===== src/hdl/tlpme_pkg.sv =====
// ----------------------------------------------------------------------------
// tlpme_pkg
// Shared types and constants of the two-level page map engine.
// ----------------------------------------------------------------------------
package tlpme_pkg;

  localparam int WORD_IDX_W      = 10;
  localparam int WORDS_PER_FRAME = 1 << WORD_IDX_W;
  localparam int FLAG_W          = 12;
  localparam int FIELD_FRAME_W   = 6;
  localparam int PAGE_SHIFT      = 12;

  localparam logic [31:0] ADDR_FRAME_MASK = 32'hffff_f000;
  localparam logic [31:0] PRESENT_BIT     = 32'h0000_0001;

  typedef enum logic [1:0] {
    CMD_MAP   = 2'd0,
    CMD_ALLOC = 2'd1,
    CMD_ZERO  = 2'd2,
    CMD_MARK  = 2'd3
  } cmd_t;

  typedef enum logic [1:0] {
    STATUS_OK        = 2'd0,
    STATUS_NO_FRAME  = 2'd1,
    STATUS_BAD_FRAME = 2'd2
  } status_t;

  typedef enum logic [2:0] {
    S_IDLE,
    S_DECODE,
    S_DIR_CHECK,
    S_SCAN,
    S_ZERO,
    S_WRITE_PDE,
    S_WRITE_PTE,
    S_DONE
  } state_t;

  typedef enum logic [1:0] {
    ADDR_DIR,
    ADDR_ZERO,
    ADDR_PTE
  } addr_sel_t;

  typedef struct packed {
    logic      load;
    logic      mem_we;
    addr_sel_t addr_sel;
    logic      scan_inc;
    logic      scan_take;
    logic      mark_target;
    logic      table_from_de;
    logic      table_from_target;
    logic      res_load;
    status_t   res_status;
    logic      res_alloc;
  } ctrl_cmd_t;

  typedef struct packed {
    cmd_t cmd;
    logic dir_ok;
    logic tgt_ok;
    logic de_present;
    logic de_ok;
    logic scan_free;
    logic scan_last;
    logic word_last;
  } dp_status_t;

endpackage


===== src/hdl/tlpme_ctrl.sv =====
// ----------------------------------------------------------------------------
// tlpme_ctrl
// Sequencer: decodes the latched command and steps the datapath through
// directory lookup, frame scan, frame marking, frame zeroing and entry writes.
// ----------------------------------------------------------------------------
module tlpme_ctrl (
  input  logic                   clk,
  input  logic                   rst,
  input  logic                   start,
  input  tlpme_pkg::dp_status_t  dp_status,
  output tlpme_pkg::ctrl_cmd_t   dp_cmd,
  output logic                   busy,
  output logic                   done
);

  tlpme_pkg::state_t state, state_next;

  always_ff @(posedge clk) begin
    if (rst) begin
      state <= tlpme_pkg::S_IDLE;
    end else begin
      state <= state_next;
    end
  end

  always_comb begin
    state_next = state;
    unique case (state)
      tlpme_pkg::S_IDLE: begin
        if (start) state_next = tlpme_pkg::S_DECODE;
      end
      tlpme_pkg::S_DECODE: begin
        unique case (dp_status.cmd)
          tlpme_pkg::CMD_MAP:
            state_next = dp_status.dir_ok ? tlpme_pkg::S_DIR_CHECK : tlpme_pkg::S_DONE;
          tlpme_pkg::CMD_ALLOC:
            state_next = tlpme_pkg::S_SCAN;
          tlpme_pkg::CMD_ZERO:
            state_next = dp_status.tgt_ok ? tlpme_pkg::S_ZERO : tlpme_pkg::S_DONE;
          tlpme_pkg::CMD_MARK:
            state_next = tlpme_pkg::S_DONE;
          default:
            state_next = tlpme_pkg::S_DONE;
        endcase
      end
      tlpme_pkg::S_DIR_CHECK: begin
        priority if (!dp_status.de_present) state_next = tlpme_pkg::S_SCAN;
        else if (dp_status.de_ok)           state_next = tlpme_pkg::S_WRITE_PTE;
        else                                state_next = tlpme_pkg::S_DONE;
      end
      tlpme_pkg::S_SCAN: begin
        priority if (dp_status.scan_free) begin
          state_next = (dp_status.cmd == tlpme_pkg::CMD_ALLOC) ? tlpme_pkg::S_DONE
                                                              : tlpme_pkg::S_ZERO;
        end else if (dp_status.scan_last) begin
          state_next = tlpme_pkg::S_DONE;
        end else begin
          state_next = tlpme_pkg::S_SCAN;
        end
      end
      tlpme_pkg::S_ZERO: begin
        if (dp_status.word_last) begin
          state_next = (dp_status.cmd == tlpme_pkg::CMD_MAP) ? tlpme_pkg::S_WRITE_PDE
                                                            : tlpme_pkg::S_DONE;
        end
      end
      tlpme_pkg::S_WRITE_PDE: state_next = tlpme_pkg::S_WRITE_PTE;
      tlpme_pkg::S_WRITE_PTE: state_next = tlpme_pkg::S_DONE;
      tlpme_pkg::S_DONE:      state_next = tlpme_pkg::S_IDLE;
      default:                state_next = tlpme_pkg::S_IDLE;
    endcase
  end

  always_comb begin
    dp_cmd            = '0;
    dp_cmd.addr_sel   = tlpme_pkg::ADDR_DIR;
    dp_cmd.res_status = tlpme_pkg::STATUS_OK;
    unique case (state)
      tlpme_pkg::S_IDLE: begin
        dp_cmd.load = start;
      end
      tlpme_pkg::S_DECODE: begin
        unique case (dp_status.cmd)
          tlpme_pkg::CMD_MAP: begin
            if (!dp_status.dir_ok) begin
              dp_cmd.res_load   = 1'b1;
              dp_cmd.res_status = tlpme_pkg::STATUS_BAD_FRAME;
            end
          end
          tlpme_pkg::CMD_ALLOC: ;
          tlpme_pkg::CMD_ZERO: begin
            if (dp_status.tgt_ok) begin
              dp_cmd.table_from_target = 1'b1;
            end else begin
              dp_cmd.res_load   = 1'b1;
              dp_cmd.res_status = tlpme_pkg::STATUS_BAD_FRAME;
            end
          end
          tlpme_pkg::CMD_MARK: begin
            dp_cmd.res_load = 1'b1;
            if (dp_status.tgt_ok) begin
              dp_cmd.mark_target = 1'b1;
            end else begin
              dp_cmd.res_status = tlpme_pkg::STATUS_BAD_FRAME;
            end
          end
          default: ;
        endcase
      end
      tlpme_pkg::S_DIR_CHECK: begin
        if (dp_status.de_present) begin
          if (dp_status.de_ok) begin
            dp_cmd.table_from_de = 1'b1;
          end else begin
            dp_cmd.res_load   = 1'b1;
            dp_cmd.res_status = tlpme_pkg::STATUS_BAD_FRAME;
          end
        end
      end
      tlpme_pkg::S_SCAN: begin
        priority if (dp_status.scan_free) begin
          dp_cmd.scan_take = 1'b1;
          if (dp_status.cmd == tlpme_pkg::CMD_ALLOC) begin
            dp_cmd.res_load  = 1'b1;
            dp_cmd.res_alloc = 1'b1;
          end
        end else if (dp_status.scan_last) begin
          dp_cmd.res_load   = 1'b1;
          dp_cmd.res_status = tlpme_pkg::STATUS_NO_FRAME;
        end else begin
          dp_cmd.scan_inc = 1'b1;
        end
      end
      tlpme_pkg::S_ZERO: begin
        dp_cmd.mem_we   = 1'b1;
        dp_cmd.addr_sel = tlpme_pkg::ADDR_ZERO;
        if (dp_status.word_last && dp_status.cmd != tlpme_pkg::CMD_MAP) begin
          dp_cmd.res_load = 1'b1;
        end
      end
      tlpme_pkg::S_WRITE_PDE: begin
        dp_cmd.mem_we   = 1'b1;
        dp_cmd.addr_sel = tlpme_pkg::ADDR_DIR;
      end
      tlpme_pkg::S_WRITE_PTE: begin
        dp_cmd.mem_we   = 1'b1;
        dp_cmd.addr_sel = tlpme_pkg::ADDR_PTE;
        dp_cmd.res_load = 1'b1;
      end
      tlpme_pkg::S_DONE: ;
      default: ;
    endcase
  end

  assign busy = (state != tlpme_pkg::S_IDLE);
  assign done = (state == tlpme_pkg::S_DONE);

  a_accept_busy: assert property (@(posedge clk) disable iff (rst)
    (start && !busy) |=> (busy && !done))
    else $error("transaction accepted but engine not busy");

  a_done_release: assert property (@(posedge clk) disable iff (rst)
    done |=> !busy)
    else $error("engine still busy after result strobe");

  a_write_busy: assert property (@(posedge clk) disable iff (rst)
    dp_cmd.mem_we |-> (busy && !done))
    else $error("table store written outside a transaction");

  a_single_result: assert property (@(posedge clk) disable iff (rst)
    dp_cmd.res_load |=> !dp_cmd.res_load)
    else $error("result loaded twice for one transaction");

endmodule


===== config.mk =====
export PLATFORM = sky130hd
export DESIGN_NAME = tlpme_ctrl
export DESIGN_NICKNAME = d
export VERILOG_FILES = /design/src/hdl/tlpme_pkg.sv /design/src/hdl/tlpme_ctrl.sv
export SDC_FILE = /design/constraint.sdc
export NUM_CORES = 1
export LEC_CHECK = 0
export BUFFER_PORTS_ARGS = -buffer_cell sky130_fd_sc_hd__buf_2
export CORE_AREA = 5 5 42 44
export CTS_CLUSTER_SIZE = 12
export DETAILED_ROUTE_END_ITERATION = 10
export DIE_AREA = 0 0 47 49
export GPL_TIMING_DRIVEN = 0
export SLEW_MARGIN = 20
export SYNTH_ARGS = -nofsm -noshare
export SYNTH_HDL_FRONTEND = slang
export SYNTH_SLANG_ARGS = --single-unit
export TNS_END_PERCENT = 100

===== constraint.sdc =====
create_clock -name clk -period 1.75 [get_ports clk]
set_input_delay 0 -clock clk [delete_from_list [all_inputs] [get_ports clk]]
set_output_delay 0 -clock clk [all_outputs]
set_load 0.05 [all_outputs]

## Word-level counts from Yosys, hierarchy flattened

Index checks and enable logic that the tools add are counted.

- Equal/unequal tests: 12
- Mux-type cells: 41
- Reduce and logical (&&, ||, !) cells: 6

Operator list:

| operator | number |
|---|---|
| 3-bit two-way mux | 11 |
| 3-bit case mux with 8 select lines | 1 |
| 1-bit two-way mux | 18 |
| 3-bit case mux with 3 select lines | 2 |
| 3-bit equality test (second input constant) | 4 |
| 2-bit two-way mux | 6 |
| 3-bit case mux with 4 select lines | 1 |
| 3-bit by 2-bit equality test with 1-bit output (second input constant) | 2 |
| 2-bit case mux with 3 select lines | 1 |
| 1-bit case mux with 5 select lines | 1 |
| 2-bit equality test (second input constant) | 2 |
| 2-bit != test (second input constant) | 2 |
| 3-bit by 1-bit equality test with 1-bit output (second input constant) | 1 |
| 3-bit zero test | 1 |
| 3-bit nonzero test | 1 |
| 2-bit by 1-bit equality test with 1-bit output (second input constant) | 1 |
| 2-bit zero test | 1 |
| 2-bit AND reduction | 1 |
| 2-bit nonzero test | 1 |
| 1-bit logical AND | 1 |

- Register bits after elaboration: 3
- Output and inout port bits: 15
- Word-level logic and storage cells: 60

## Depth between registers and ports, before layout

Gate-level depths: netlist of the first run.

- Word-level depth: 4
- Gate-level depth with buffers: 4
- Gate-level depth less buffers: 4

## Worst setup path before layout of the first run

Ideal clock, no wire load.

- Kind: register to output
- Start point: register state[0]
- End point: output dp_cmd[2] (netlist bit)
- Arrival: 1,832 ps
- Slack: -82 ps
- Stages on the path, launching flop included: 4
- Buffers on the path: 0
- Cell sequence: dfxtp_1 > nor3b_2 > o21ai_1 > o21ai_0

RTL lines:

| item | line | text |
|---|---|---|
| start, declared | tlpme_ctrl.sv:16 | `tlpme_pkg::state_t state, state_next;` |
| start signal, assigned | tlpme_ctrl.sv:20 | `state <= tlpme_pkg::S_IDLE;` |
| start signal, assigned | tlpme_ctrl.sv:22 | `state <= state_next;` |
| end, declared | tlpme_ctrl.sv:11 | `output tlpme_pkg::ctrl_cmd_t dp_cmd,` |

==> results.yml, run 1 <==
run_status:
  status: "finished clean"
placement:
  dpl.hpwl_mm: 1.10
  place_area_um2: 563
  gp_congestion: 0.825
  place_ws_ns: 0.368
  portBuffers: 26
pwr:
  ir_worst_vdd_mv: 0.778
  p_int_uw: 301
  power.switching_uw: 351
  power_frac_seq_pct: 17.4
  p_comb_share_pct: 64.3
  clkPwrFrac_pct: 18.3
  p_per_area_nw_per_um2: 1070
  swShare_pct: 53.9
  p_leak_uw: 0.000329
clock_network:
  post_cts_buffers: 0
  htreeDepth: 1
  cts_root_buf: "clkbuf_4"
  cts_tree: "built"
  clock_sinks: 3
  clock_latency_ns: 0.23
  clockBufferDepth: 2
  clk_pin_slew_worst_paths_ns: 0.03
  numCtsBuffers: 3
drt:
  dr.pass1.iters: 4
  vias_per_cell: 5.02
  wl_per_cell_um: 11.6
  drt_iter0_markers: 12
  post-route-drc-count: 0
  ant_nets: 0
  vias: 562
  drt_wl_total_mm: 1.30
worst_hold_path:
  hp-class: "in2reg"
  whs_path_depth: 3
die:
  start_util_pct: 28.6
  core_area_um2: 1400
  io_pins: 27
  die_w_um: 47
  rows: 14
  dieArea_um2: 2300
  die_h_um: 49
global_route:
  antenna_found_initial: 0
  grt_usage_pct: 12.2
  grt_start_max_net_pins: 11
  grt_pass1_wl_mm: 2.11
  grt.overflow.total: 0
  grt_pass1_vias: 498
layout:
  final_core_util_pct: 43.6
  largest_reg_flops: 3
  reg_top3: "state: 3 flops"
  diodes: 0
  drive_gt1_share_pct: 38.5
  largest_register: "state"
  fin_area_um2: 611
  num-nets-final: 109
  fillCellCount: 164
  area_delta_synth_final_pct: 52.5
  multi_input_area_um2: 323
  seq_area_um2: 60.1
critical_path:
  path_class: "reg2out"
  end_kind: "output port"
  reg2regPathDepth: 4
  startpoint_type: "flop"
  timing.critical_path.arrival_ns: 1.65
  crit_fanout: 4
  cp.required_ns: 1.75
sta:
  period_share_pct: 94.4
  slew_viol_final: 0
  setup_viol: 0
  tns_ns: 0
  max_freq_mhz: 605
  relSlewSlack_pct: 77.7
  worst_pin_slew_ns: 0.334
  whs_ns: 0.0978
  setup_ws_ns: 0.0978
  skew_ns: 0.00433
  rsz0062_at_grt: "true"
  fin_crit_ns: 1.65
  hold_violations: 0
logic_synthesis:
  synth_seq_area_share_pct: 15.0
  synth_nets: 77
  synth-async-reset-ratio_pct: 0
  ys.flop_type: "dfxtp_1"
  ys_ff_latch: 3
  synthTopCellsByArea: "dfxtp_1 (15%), nand2_1 (8.4%), nor2_1 (8.4%), inv_1 (6.6%), nor3b_1 (5.6%)"
  yosys_warnings: 0
  synthesis.area_um2: 400
  netlist.area_leader.share_pct: 15.0
  synth.avg_cell_area_um2: 6.16
  ys_types: 27
  synth_edf_count: 0
  synthCells: 65
  synth_top_area_cell: "dfxtp_1"
  synthTopCellsByCount: "nand2_1 (9), nor2_1 (9), inv_1 (7)"
run:
  maxCapViolCount: 0
worst max-delay path: stages (launching register included):
cell      delay [ns]
dfxtp_1         0.40
nor2b_2         0.24
nand2_1         0.10
or3_1           0.34
o21ai_1         0.09
clkbuf_4        0.24
per-stage QoR:
| stage | std cells | power (µW) |
|---|---|---|
| after global placement | 107 | 515 |
| after detailed placement | 107 | 518 |
| final | 112 | 651 |
| after floorplan | 65 | 422 |
| after global routing | 112 | 708 |
| after CTS | 112 | 643 |
power groups by stage:
stage               clock [µW]  combinational, µW  sequential, µW
floorplan                    0                319             103
global placement             0                404             112
detailed placement           0                408             110
CTS                        124                410             109
global route               138                452             118
finish                     119                419             113
cell families (layout without fill, tap and decap cells):
logic type             Yosys count  after routing  synth area share [%]
and+or+nand+nor                 40             40                  52.8
buffers and inverters            9             40                  9.06
AOI/OAI and AO/OA               13             13                  23.1
DFF                              3              3                  15.0
metal layers:
metal	wire length [µm]	GRT usage (%)	up-vias
met2	644	18.1	21
met5	0	0	-
li1	-	-	292
met4	0	2.30	0
met3	131	7.01	0
met1	523	15.1	249
path summary, 6_finish.rpt:
| kind | endpoint | slack, ns | from |
|---|---|---|---|
| min | state[0] | 0.1 | dp_status[0] |
| max | dp_cmd[2] | 0.1 | state[1] |
| min reg2reg | state[2] | 0.64 | state[2] |
| max reg2reg | state[0] | 0.48 | state[2] |
layout by cell type (no fill, tap or decap):
| cell | instances |
|---|---|
| buf_2 | 26 |
| nand2_1 | 9 |
| nor2_1 | 8 |
| inv_1 | 7 |
| clkbuf_4 | 5 |
| nor3_1 | 4 |
| nand2b_1 | 3 |
| a31oi_1 | 3 |
| dfxtp_1 | 3 |
| and2_1 | 2 |
| and3_1 | 2 |
| o21ai_1 | 2 |
| or3_1 | 2 |
| nor3b_2 | 2 |
| nor2b_2 | 1 |
| nor3b_4 | 1 |
| nor3b_1 | 1 |
| o21ai_0 | 1 |
| nor2b_1 | 1 |
| a2bb2oi_1 | 1 |
| nand4_1 | 1 |
| nor2_2 | 1 |
| a22o_1 | 1 |
| nand3_1 | 1 |
| a21boi_0 | 1 |
| a221oi_2 | 1 |
| o22ai_1 | 1 |
| a21oi_1 | 1 |
| o21a_1 | 1 |
| nor4_1 | 1 |
| clkbuf_1 | 1 |
| dlygate4sd3_1 | 1 |
repair_timing:
item                                   4_1_cts  5_1_grt
hold buffers                                 1        0
setup endpoints to repair                    0        2
endpoints found under the hold margin        2        0
resized for setup                            0        3
area by class of cell:
class	instances	area share (%)
well taps	16	3.28
repair buffers	27	23.8
multi-input cells	53	52.9
clock buffers	4	4.30
plain buffers	2	1.64
inverters	7	4.30
flip-flops and latches	3	9.84
Power figures use the tool's default switching activity.
==> run 2, diff against run 1 <==
- BUFFER_PORTS_ARGS: -buffer_cell sky130_fd_sc_hd__buf_2 -> -buffer_cell sky130_fd_sc_hd__clkbuf_2
- clock period: 1.75 -> 1.3 ns (I/O delays scaled with it)
==> run 2 against run 1 <==
The flow now finishes with violations (setup timing). Die area is the same. Final cell count grew 8.9%. Final area grew 47%. Worst setup slack lost 0.25 ns. Sequential share of layout area shrank 1.9 points. Sequential power grew 55%. First-iteration DRC count grew 50%. Global-route usage grew 2.9 points. Clock skew shrank 0.0038 ns. Combinational power grew 100%. Register-to-register slack lost 0.40 ns. Power grew 82%. Highest routed layer unchanged.
==> results.yml, run 2 (synthesized netlist as in run 1, its figures left out) <==
run_status:
  status: "finished, violations left"
  violations: "setup timing"
drt:
  ant_nets: 0
  vias: 616
  post-route-drc-count: 0
  drt_iter0_markers: 18
  dr.pass1.iters: 4
  vias_per_cell: 5.05
  wl_per_cell_um: 13.1
  drt_wl_total_mm: 1.60
sta:
  relSlewSlack_pct: 83.1
  worst_pin_slew_ns: 0.251
  max_freq_mhz: 691
  whs_ns: 0.0358
  skew_ns: 0.000561
  fin_crit_ns: 1.45
  period_share_pct: 111
  setup_ws_ns: -0.148
  slew_viol_final: 0
  setup_viol: 7
  rsz0062_at_grt: "true"
  hold_violations: 0
clock_network:
  clock_latency_ns: 0.23
  cts_root_buf: "clkbuf_4"
  htreeDepth: 1
  clk_pin_slew_worst_paths_ns: 0.04
  clock_sinks: 3
  cts_tree: "built"
  clockBufferDepth: 2
  numCtsBuffers: 3
die:
  dieArea_um2: 2300
  die_w_um: 47
  io_pins: 27
  rows: 14
  core_area_um2: 1400
  die_h_um: 49
  start_util_pct: 28.6
pwr:
  p_leak_uw: 0.000418
  ir_worst_vdd_mv: 0.879
  p_per_area_nw_per_um2: 1320
critical_path:
  startpoint_type: "flop"
  cp.required_ns: 1.30
  crit_path_cell_trace: "nor2b_4, nand2_2, or3_4, nand4_1, buf_8"
  crit_fanout: 4
  path_class: "reg2out"
  timing.critical_path.arrival_ns: 1.45
  reg2regPathDepth: 4
  r2r-start: "state[0]"
  end_kind: "output port"
  max_stage_delay_ns: 0.37
  critPathLaunch: "state[1]"
  slowest_stage: "dfxtp_4"
  rr_endpoint: "state[0]"
  r2r_setup_slack_ns: 0.08
global_route:
  grt_pass1_vias: 629
  grt.overflow.total: 0
  met1_usage_pct: 18.2
  grt_pass1_wl_mm: 2.64
  grt_usage_pct: 15.1
  grt_start_max_net_pins: 11
  antenna_found_initial: 0
  grt_busiest_layer: "met2"
  grtUsageMet2_pct: 24.7
  grtUsageMet3_pct: 5.54
placement:
  place_ws_ns: -0.167
  gp_congestion: 0.846
  dpl.hpwl_mm: 1.03
  portBuffers: 26
worst_hold_path:
  min_to: "state[0]"
  hp-class: "in2reg"
  hold_path.startpoint: "dp_status[0]"
  whs_path_depth: 3
layout:
  fillCellCount: 119
  diodes: 0
  largest_register: "state"
  largest_reg_flops: 3
  layout_commonest_cell: "clkbuf_2"
  drive_gt1_share_pct: 60.4
  layout_common_cells: "clkbuf_2 (11), buf_4 (9), buf_8 (8)"
  area_delta_synth_final_pct: 123
  final_core_util_pct: 63.8
  num-nets-final: 119
  reg_top3: "state: 3 flops"
run:
  maxCapViolCount: 0
==> run 2: cell type report <==
class                   instances  area, µm²  share of cell area, %
multi-input cells              53        390                   43.6
repair buffers                 37        334                   37.3
inverters                       7       26.3                   2.94
plain buffers                   2       26.3                   2.94
clock buffers                   4       26.3                   2.94
flip-flops and latches          3       71.3                   7.97
well taps                      16       20.0                   2.24
==> run 2: how the worst max path moves through the flow <==
stage / slack, ns / end
3_5_place_dp: -0.17 / dp_cmd[3]
3_3_place_gp: -0.17 / dp_cmd[3]
4_1_cts: -0.15 / dp_cmd[2]
5_1_grt: -0.23 / dp_cmd[3]
6_report: -0.15 / dp_cmd[3]
2_1_floorplan: -0.16 / dp_cmd[12]
==> run 2: metrics by stage <==
stage / power (µW) / TNS (ns) / cell area (µm²) / cells
floorplan: 595 / -0.380 / 442 / 65
global placement: 725 / -0.229 / 592 / 107
detailed placement: 726 / -0.232 / 592 / 107
CTS: 1090 / -0.551 / 821 / 121
global route: 1250 / -1.18 / 895 / 122
finish: 1180 / -0.594 / 895 / 122
==> run 2: power by group <==
group,switching [µW],internal (µW),total (µW)
registers,52.3,123,175
logic,465,381,846
clock network,46.8,115,162
total,564,619,1180
==> run 2: timing repair <==
action,in CTS,in global routing
endpoints found under the setup margin,15,16
setup buffers,9,1
endpoints found under the hold margin,3,0
resized for setup,34,31
pin swaps,5,5
hold buffers,1,0
gates cloned,0,0
==> run 2: critical path, delay by kind of cell (launching register included) <==
| kind | cells | cell delay, ns |
|---|---|---|
| DFF | 1 | 0.37 |
| and+or+nand+nor | 4 | 0.69 |
| buffers and inverters | 1 | 0.16 |
==> run 2: routing by layer <==
metal / part of all wire (%) / routed length, µm / vias up
met3: 7.6 / 121 / 0
met4: 0 / 0 / 0
li1: - / - / 311
met5: 0 / 0 / -
met2: 52 / 839 / 28
met1: 40 / 640 / 277
